## src/rtl/mbp_pkg.sv

```systemverilog
// shared types, constants and helpers for the midi byte parser with link timeout
`default_nettype none
package mbp_pkg;

   localparam int unsigned TimeoutWidth = 16;
   localparam int unsigned IdleWidth    = 17;
   localparam int unsigned CsrAddrWidth = 3;
   localparam int unsigned CsrDataWidth = 32;

   localparam logic [TimeoutWidth-1:0] IdleTimeoutReset = 16'd1500;
   localparam logic [IdleWidth-1:0]    IdleTicksMax     = 17'h1FFFF;

   localparam logic [7:0] RealTimeFirst = 8'hF8;
   localparam logic [7:0] SystemFirst   = 8'hF0;
   localparam logic [7:0] SongPosition  = 8'hF2;
   localparam logic [7:0] TimeCode      = 8'hF1;
   localparam logic [7:0] SongSelect    = 8'hF3;

   localparam logic [3:0] NibNoteOff    = 4'h8;
   localparam logic [3:0] NibNoteOn     = 4'h9;
   localparam logic [3:0] NibPolyPress  = 4'hA;
   localparam logic [3:0] NibControl    = 4'hB;
   localparam logic [3:0] NibProgram    = 4'hC;
   localparam logic [3:0] NibChanPress  = 4'hD;
   localparam logic [3:0] NibPitchBend  = 4'hE;

   typedef enum logic {
      OP_BYTE = 1'b0,
      OP_TICK = 1'b1
   } op_type;

   typedef enum logic {
      REG_IDLE_TIMEOUT = 1'b0
   } reg_index_type;

   typedef struct packed {
      logic [7:0]           running_status;
      logic [6:0]           held_data;
      logic                 data_index;
      logic [1:0]           bytes_needed;
      logic                 connected;
      logic [IdleWidth-1:0] idle_ticks;
   } parser_state_type;

   typedef struct packed {
      logic       message_valid;
      logic [7:0] message_status;
      logic [6:0] first_data;
      logic [6:0] second_data;
      logic       link_up;
      logic       link_changed;
   } parser_result_type;

   function automatic logic [1:0] data_count_for(input logic [7:0] st);
      logic [1:0] n;
      n = 2'd0;
      case (st[7:4])
         NibNoteOff, NibNoteOn, NibPolyPress, NibControl, NibPitchBend: n = 2'd2;
         NibProgram, NibChanPress: n = 2'd1;
         default: begin
            if (st == SongPosition) begin
               n = 2'd2;
            end else if (st == TimeCode || st == SongSelect) begin
               n = 2'd1;
            end
         end
      endcase
      return n;
   endfunction

endpackage
`default_nettype wire

```

## src/rtl/midi_byte_parser_with_link_timeout_core.sv

```systemverilog
// top level: input register, parser step logic, result register and csr port
// an accepted transaction waits in the input register, passes the step logic and lands in the result register
// throughput: one transaction per cycle while rsp_stall does not hold the result register, set by the
// combinational step logic between the input register and the result register
// reset: synchronous, clears state, valids and restores idle_timeout to 1500
`default_nettype none
module midi_byte_parser_with_link_timeout_core
   import mbp_pkg::*;
(
   input  logic                      clock,
   input  logic                      reset,
   input  logic                      req_valid,
   output logic                      req_stall,
   input  logic                      req_operation,
   input  logic [7:0]                req_rx_byte,
   output logic                      rsp_valid,
   input  logic                      rsp_stall,
   output logic                      rsp_message_valid,
   output logic [7:0]                rsp_message_status,
   output logic [6:0]                rsp_first_data,
   output logic [6:0]                rsp_second_data,
   output logic                      rsp_link_up,
   output logic                      rsp_link_changed,
   input  logic                      csr_psel,
   input  logic                      csr_penable,
   input  logic                      csr_pwrite,
   input  logic [CsrAddrWidth-1:0]   csr_paddr,
   input  logic [CsrDataWidth-1:0]   csr_pwdata,
   output logic [CsrDataWidth-1:0]   csr_prdata,
   output logic                      csr_pready
);

   logic                    in_valid_ff, in_valid_in;
   op_type                  in_op_ff;
   logic [7:0]              in_byte_ff;
   logic                    out_valid_ff, out_valid_in;
   parser_result_type       out_ff;
   parser_state_type        state_ff, state_in;
   parser_result_type       step_result;
   logic [TimeoutWidth-1:0] timeout_ff;
   logic                    accept, advance, reg_sel, csr_write;

   assign advance   = in_valid_ff && (!out_valid_ff || !rsp_stall);
   assign req_stall = in_valid_ff && !advance;
   assign accept    = req_valid && !req_stall;

   assign reg_sel   = (reg_index_type'(csr_paddr[CsrAddrWidth-1]) == REG_IDLE_TIMEOUT);
   assign csr_write = csr_psel && csr_penable && csr_pwrite && csr_pready;
   assign csr_pready = 1'b1;
   assign csr_prdata = reg_sel ? CsrDataWidth'(timeout_ff) : '0;

   mbp_step u_step (
      .state        (state_ff),
      .operation    (in_op_ff),
      .rx_byte      (in_byte_ff),
      .idle_timeout (timeout_ff),
      .state_next   (state_in),
      .result       (step_result)
   );

   always_comb begin
      in_valid_in = in_valid_ff;
      if (accept) begin
         in_valid_in = 1'b1;
      end else if (advance) begin
         in_valid_in = 1'b0;
      end
      out_valid_in = out_valid_ff;
      if (advance) begin
         out_valid_in = 1'b1;
      end else if (!rsp_stall) begin
         out_valid_in = 1'b0;
      end
   end

   always_ff @(posedge clock) begin
      if (reset) begin
         in_valid_ff  <= 1'b0;
         out_valid_ff <= 1'b0;
         state_ff     <= '0;
         timeout_ff   <= IdleTimeoutReset;
      end else begin
         in_valid_ff  <= in_valid_in;
         out_valid_ff <= out_valid_in;
         if (advance) begin
            state_ff <= state_in;
         end
         if (csr_write && reg_sel) begin
            timeout_ff <= csr_pwdata[TimeoutWidth-1:0];
         end
      end
   end

   always_ff @(posedge clock) begin
      if (accept) begin
         in_op_ff   <= op_type'(req_operation);
         in_byte_ff <= req_rx_byte;
      end
      if (advance) begin
         out_ff <= step_result;
      end
   end

   assign rsp_valid          = out_valid_ff;
   assign rsp_message_valid  = out_ff.message_valid;
   assign rsp_message_status = out_ff.message_status;
   assign rsp_first_data     = out_ff.first_data;
   assign rsp_second_data    = out_ff.second_data;
   assign rsp_link_up        = out_ff.link_up;
   assign rsp_link_changed   = out_ff.link_changed;

endmodule
`default_nettype wire

```

## src/rtl/mbp_step.sv

```systemverilog
// next-state and result logic for one byte or tick transaction
`default_nettype none
module mbp_step
   import mbp_pkg::*;
(
   input  parser_state_type          state,
   input  op_type                    operation,
   input  logic [7:0]                rx_byte,
   input  logic [TimeoutWidth-1:0]   idle_timeout,
   output parser_state_type          state_next,
   output parser_result_type         result
);

   logic [IdleWidth-1:0] ticks_inc;

   always_comb begin
      ticks_inc = (state.idle_ticks < IdleTicksMax) ?
                  state.idle_ticks + IdleWidth'(1) : state.idle_ticks;
   end

   always_comb begin
      state_next = state;
      result     = '0;
      if (operation == OP_BYTE) begin
         if (!state.connected) begin
            state_next.connected = 1'b1;
            result.link_changed  = 1'b1;
         end
         state_next.idle_ticks = '0;
         if (rx_byte >= RealTimeFirst) begin
            // real-time byte, parser untouched
         end else if (rx_byte[7]) begin
            state_next.data_index = 1'b0;
            if (rx_byte >= SystemFirst) begin
               state_next.running_status = '0;
               state_next.bytes_needed   = '0;
            end else begin
               state_next.running_status = rx_byte;
               state_next.bytes_needed   = data_count_for(rx_byte);
            end
         end else if (state.running_status != '0 && state.bytes_needed != '0) begin
            if (!state.data_index) begin
               if (state.bytes_needed <= 2'd1) begin
                  result.message_valid  = 1'b1;
                  result.message_status = state.running_status;
                  result.first_data     = rx_byte[6:0];
               end else begin
                  state_next.held_data  = rx_byte[6:0];
                  state_next.data_index = 1'b1;
               end
            end else begin
               result.message_valid  = 1'b1;
               result.message_status = state.running_status;
               result.first_data     = state.held_data;
               result.second_data    = (state.bytes_needed >= 2'd2) ? rx_byte[6:0] : '0;
               state_next.data_index = 1'b0;
            end
         end
      end else begin
         state_next.idle_ticks = ticks_inc;
         if (state.connected && ticks_inc > {1'b0, idle_timeout}) begin
            state_next.connected      = 1'b0;
            state_next.running_status = '0;
            result.link_changed       = 1'b1;
         end
      end
      result.link_up = state_next.connected;
   end

endmodule
`default_nettype wire
```

## config.mk

```make
export PLATFORM = sky130hd
export DESIGN_NAME = midi_byte_parser_with_link_timeout_core
export DESIGN_NICKNAME = d
export VERILOG_FILES = /design/src/rtl/mbp_pkg.sv /design/src/rtl/midi_byte_parser_with_link_timeout_core.sv /design/src/rtl/mbp_step.sv
export SDC_FILE = /design/constraint.sdc
export NUM_CORES = 1
export LEC_CHECK = 0
export BUFFER_PORTS_ARGS = -buffer_cell sky130_fd_sc_hd__buf_2
export CAP_MARGIN = 20
export CORE_MARGIN = 10
export CORE_UTILIZATION = 45
export DETAILED_ROUTE_END_ITERATION = 7
export PLACE_DENSITY = 0.8
export SYNTH_ARGS = -nofsm -noshare
export SYNTH_HDL_FRONTEND = slang
export SYNTH_HIERARCHICAL = 1
export SYNTH_SLANG_ARGS = --single-unit
export TNS_END_PERCENT = 1
```

## constraint.sdc

```tcl
create_clock -name clock -period 2.9 [get_ports clock]
set_input_delay 0.145 -clock clock [delete_from_list [all_inputs] [get_ports clock]]
set_output_delay 0.145 -clock clock [all_outputs]
set_load 0.05 [all_outputs]
```

==> impl_metrics.toml <==
[outcome]
outcome = "finished with violations"
violations = "setup timing"

[place]
placed_cells = 784
io_buffers = 75
dp_slack_ns = -0.277
routabilityCongestion = 0.820
dp_hpwl_um = 9070

[route]
wl_per_cell_um = 16.3
ant_nets = 0
routed-wl-met3_um = 818
route.detailed.drc = 0
highest_layer = "met4"
avgViaCountPerCell = 5.35
vias = 4358
totalWireLength_um = 13300
wl_met2_um = 6960
drtIter0Drc = 358
dr.pass1.iters = 5
met1_length_um = 5250

[synthesis]
synth_seq_cells = 88
ys.warnings.count = 6
netlist.area_leader.share_pct = 20.6
synth_compound_area_share_pct = 8.87
synth_mux_area_share_pct = 11.4
syn_inst = 555
synth-edff-count = 34
synth.avg_cell_area_sq_um = 9.46
synth-async-reset-ratio_pct = 0
dominantRegCellSynth = "dfxtp_1"
yosysTopAreaCell = "dfxtp_1"
synthTopCellsByCount = "nand2b_1, dfxtp_1, mux2i_1"
synth_top_family_by_area = "simple AND/OR/NAND/NOR gates"
yosysSeqAreaShare_pct = 40.0
yosysUniqueCellTypes = 53
synthXorXnorAreaFrac_pct = 1.67
synth-simple-area-share_pct = 26.2
yosys.area_share.adder_pct = 4.05
synthTopCellsByArea = "dfxtp_1, edfxtp_1, nand2b_1"
synth_area_sq_um = 5250
synth_most_common_cell = "nand2b_1"

[worst_setup_path]
worst-path-buf-inv = 2
cp_max_fo = 6
cp_cell_sequence = "ha_4, nand4_1, buf_6, buf_4, a211oi_4, xor2_1, ha_1, nand4_1, or3_4, o211ai_1, a21oi_4, o31ai_2, nand2b_1, mux2i_1"
crit_family = "compound AO/OA/AOI/OAI gates"
r2r_slack_ns = -0.16
crit_type = "reg -> reg"
rr_worst_depth = 14
cp-start-kind = "register"
cp-end-kind = "register"
crit_arrival_ns = 3.33
reg2reg_to = "state_ff[33]"
max_stage_delay_ns = 0.43
cp_slowest_cell = "or3_4"
cp_common_cell = "nand4_1"
required_ns = 3.17
regToRegStartpoint = "state_ff[0]"

[finish]
final_util_pct = 57.1
diodes = 0
area_delta_synth_final_pct = 24.3
stdcell_count = 815
drive_above_1_share_pct = 29.5
final-seq-area_sq_um = 2120
n_fill_cell = 976
nNetsFinal = 735
multiInputGateArea_sq_um = 2990

[flow_run]
cap_violations = 0

[grt]
antenna_found_initial = 0
grt_pass1_vias = 4644
grtUsageTotal_pct = 16.0
grt_pass1_wl_um = 21800
grt-ovfl-total = 0
grt_max_degree = 74

[timing]
hold_viol_final = 0
slew_headroom_pct = 34.7
final.period_utilization_pct = 106
setup_slack_ns = -0.162
max_slew.worst_pin.slew_ns = 0.979
setup-violations-final = 11
fin_worst_skew_ns = 0.0121
timing.hold.ws_ns = 0.0512
rsz0062_at_grt = "yes"
finalWorstPathRequiredPeriod_ns = 3.06
slew_viol_final = 0
fmax_ghz = 0.327

[clock_network]
root_buffer = "clkbuf_16"
cts_tree = "built"
cts_buffer_depth = 2
htree_levels = 3
cts.sinks = 88
cts.clk_slew.worst_paths_ns = 0.07
insertion_delay_ns = 0.35
numCtsBuffers = 9

[pwr]
finalPower_mw = 2.91
power_frac_clock_pct = 41.7
vdd_drop_max_mv = 0.261
power_density_nw_per_um2 = 445
p_leak_nw = 2.71
p_switching_mw = 0.795
seqPwrFrac_pct = 46.1
combinationalPowerShare_pct = 12.2
intPower_mw = 2.11
switching_share_pct = 27.3

[floorplanning]
start_util_pct = 46.0
die-area_sq_um = 16400
die_h_um = 128
ios = 111
core_sq_um = 11400
die-width_um = 128
num_rows = 39

[worst_hold_path]
hp-class = "in -> reg"
hold_path_startpoint = "csr_pwdata[4]"
whs_endpoint = "timeout_ff[4]"
min_path_cells = 3
## stage by stage
step | setup TNS, ns | instance area [sq um]
2_1_floorplan | 0 | 5320
3_3_place_gp | -0.669 | 5900
3_5_place_dp | -1.86 | 5900
4_1_cts | -0.156 | 6490
5_1_grt | -3.12 | 6530
6_report | -1.42 | 6530
## state kept, by name (all words and copies together), names as in the netlist
name	flops
in_byte_ff	8
rsp_valid	1
rsp_second_data	7
timeout_ff	16
in_op_ff	1
rsp_link_changed	1
rsp_first_data	7
rsp_message_status	8
rsp_message_valid	1
rsp_link_up	1
state_ff	36
in_valid_ff	1
## tightest hold or removal path: cells and delay by family
family | cells | cell delay (ns)
buffers and inverters | 1 | 0.07
muxes | 1 | 0.11
and+or+nand+nor | 1 | 0.03
## metal layers
metal	vias up	global-route usage, %
met2	140	29.7
li1	2104	-
met3	23	4.67
met4	0	5.30
met5	-	0
met1	2091	16.8
## area by class of cell
class | instances | area share [%]
Sequential cell | 88 | 32.5
Clock buffer | 10 | 3.51
Clock inverter | 6 | 1.15
Multi-Input combinational cell | 411 | 45.8
Tap cell | 143 | 2.74
Inverter | 27 | 1.55
Timing Repair Buffer | 130 | 12.8
## cell families (layout without fill, tap and decap cells)
| group | after synthesis | after routing |
|---|---|---|
| other | 2 | 17 |
| buffers and inverters | 71 | 173 |
| AND/OR/NAND/NOR | 237 | 237 |
| AO/OA/AOI/OAI | 71 | 71 |
| multiplexers | 59 | 59 |
| flip-flops | 88 | 88 |
| adder cells (fa/ha/maj) | 17 | 17 |
| XOR/XNOR | 10 | 10 |
## layout by cell type, fill, tap and decap left out, drive strengths merged, types with 7 or more instances in the layout
master,n
nor3,16
nand3,9
nor2,36
o31ai,8
ha,17
a211oi,7
edfxtp,34
a22oi,7
buf,121
o21ai,15
mux2i,52
nor2b,12
clkbuf,10
a31oi,7
dlygate4sd3,9
mux2,7
a21oi,14
xor2,7
and2,23
nand2b,93
nand2,19
conb,17
inv,30
dfxtp,54
## how the worst max path moves through the flow
stage | from | to | slack [ns] | cells past startpoint
2_1_floorplan | state_ff[0] | state_ff[28] | 0.02 | 13
3_3_place_gp | state_ff[3] | state_ff[33] | -0.12 | 12
3_5_place_dp | state_ff[0] | state_ff[33] | -0.28 | 13
4_1_cts | state_ff[8] | state_ff[33] | -0.05 | 12
5_1_grt | state_ff[8] | state_ff[33] | -0.32 | 13
6_report | state_ff[0] | state_ff[33] | -0.16 | 14
## power by group through the flow
stage               clock [mW]  combinational, mW  sequential, mW
floorplan                    0              0.241            1.40
global placement             0              0.331            1.37
detailed placement           0              0.337            1.37
CTS                       1.22              0.350            1.34
global route              1.28              0.379            1.34
finish                    1.21              0.354            1.34
## repair_timing
| action | CTS | global route |
|---|---|---|
| pin swaps | 23 | 4 |
| hold buffers | 8 | 1 |
| setup buffers | 5 | 1 |
| hold endpoints to repair | 8 | 1 |
| resized for setup | 43 | 3 |
| endpoints found under the setup margin | 11 | 11 |
(Power assumes the default switching activity.)
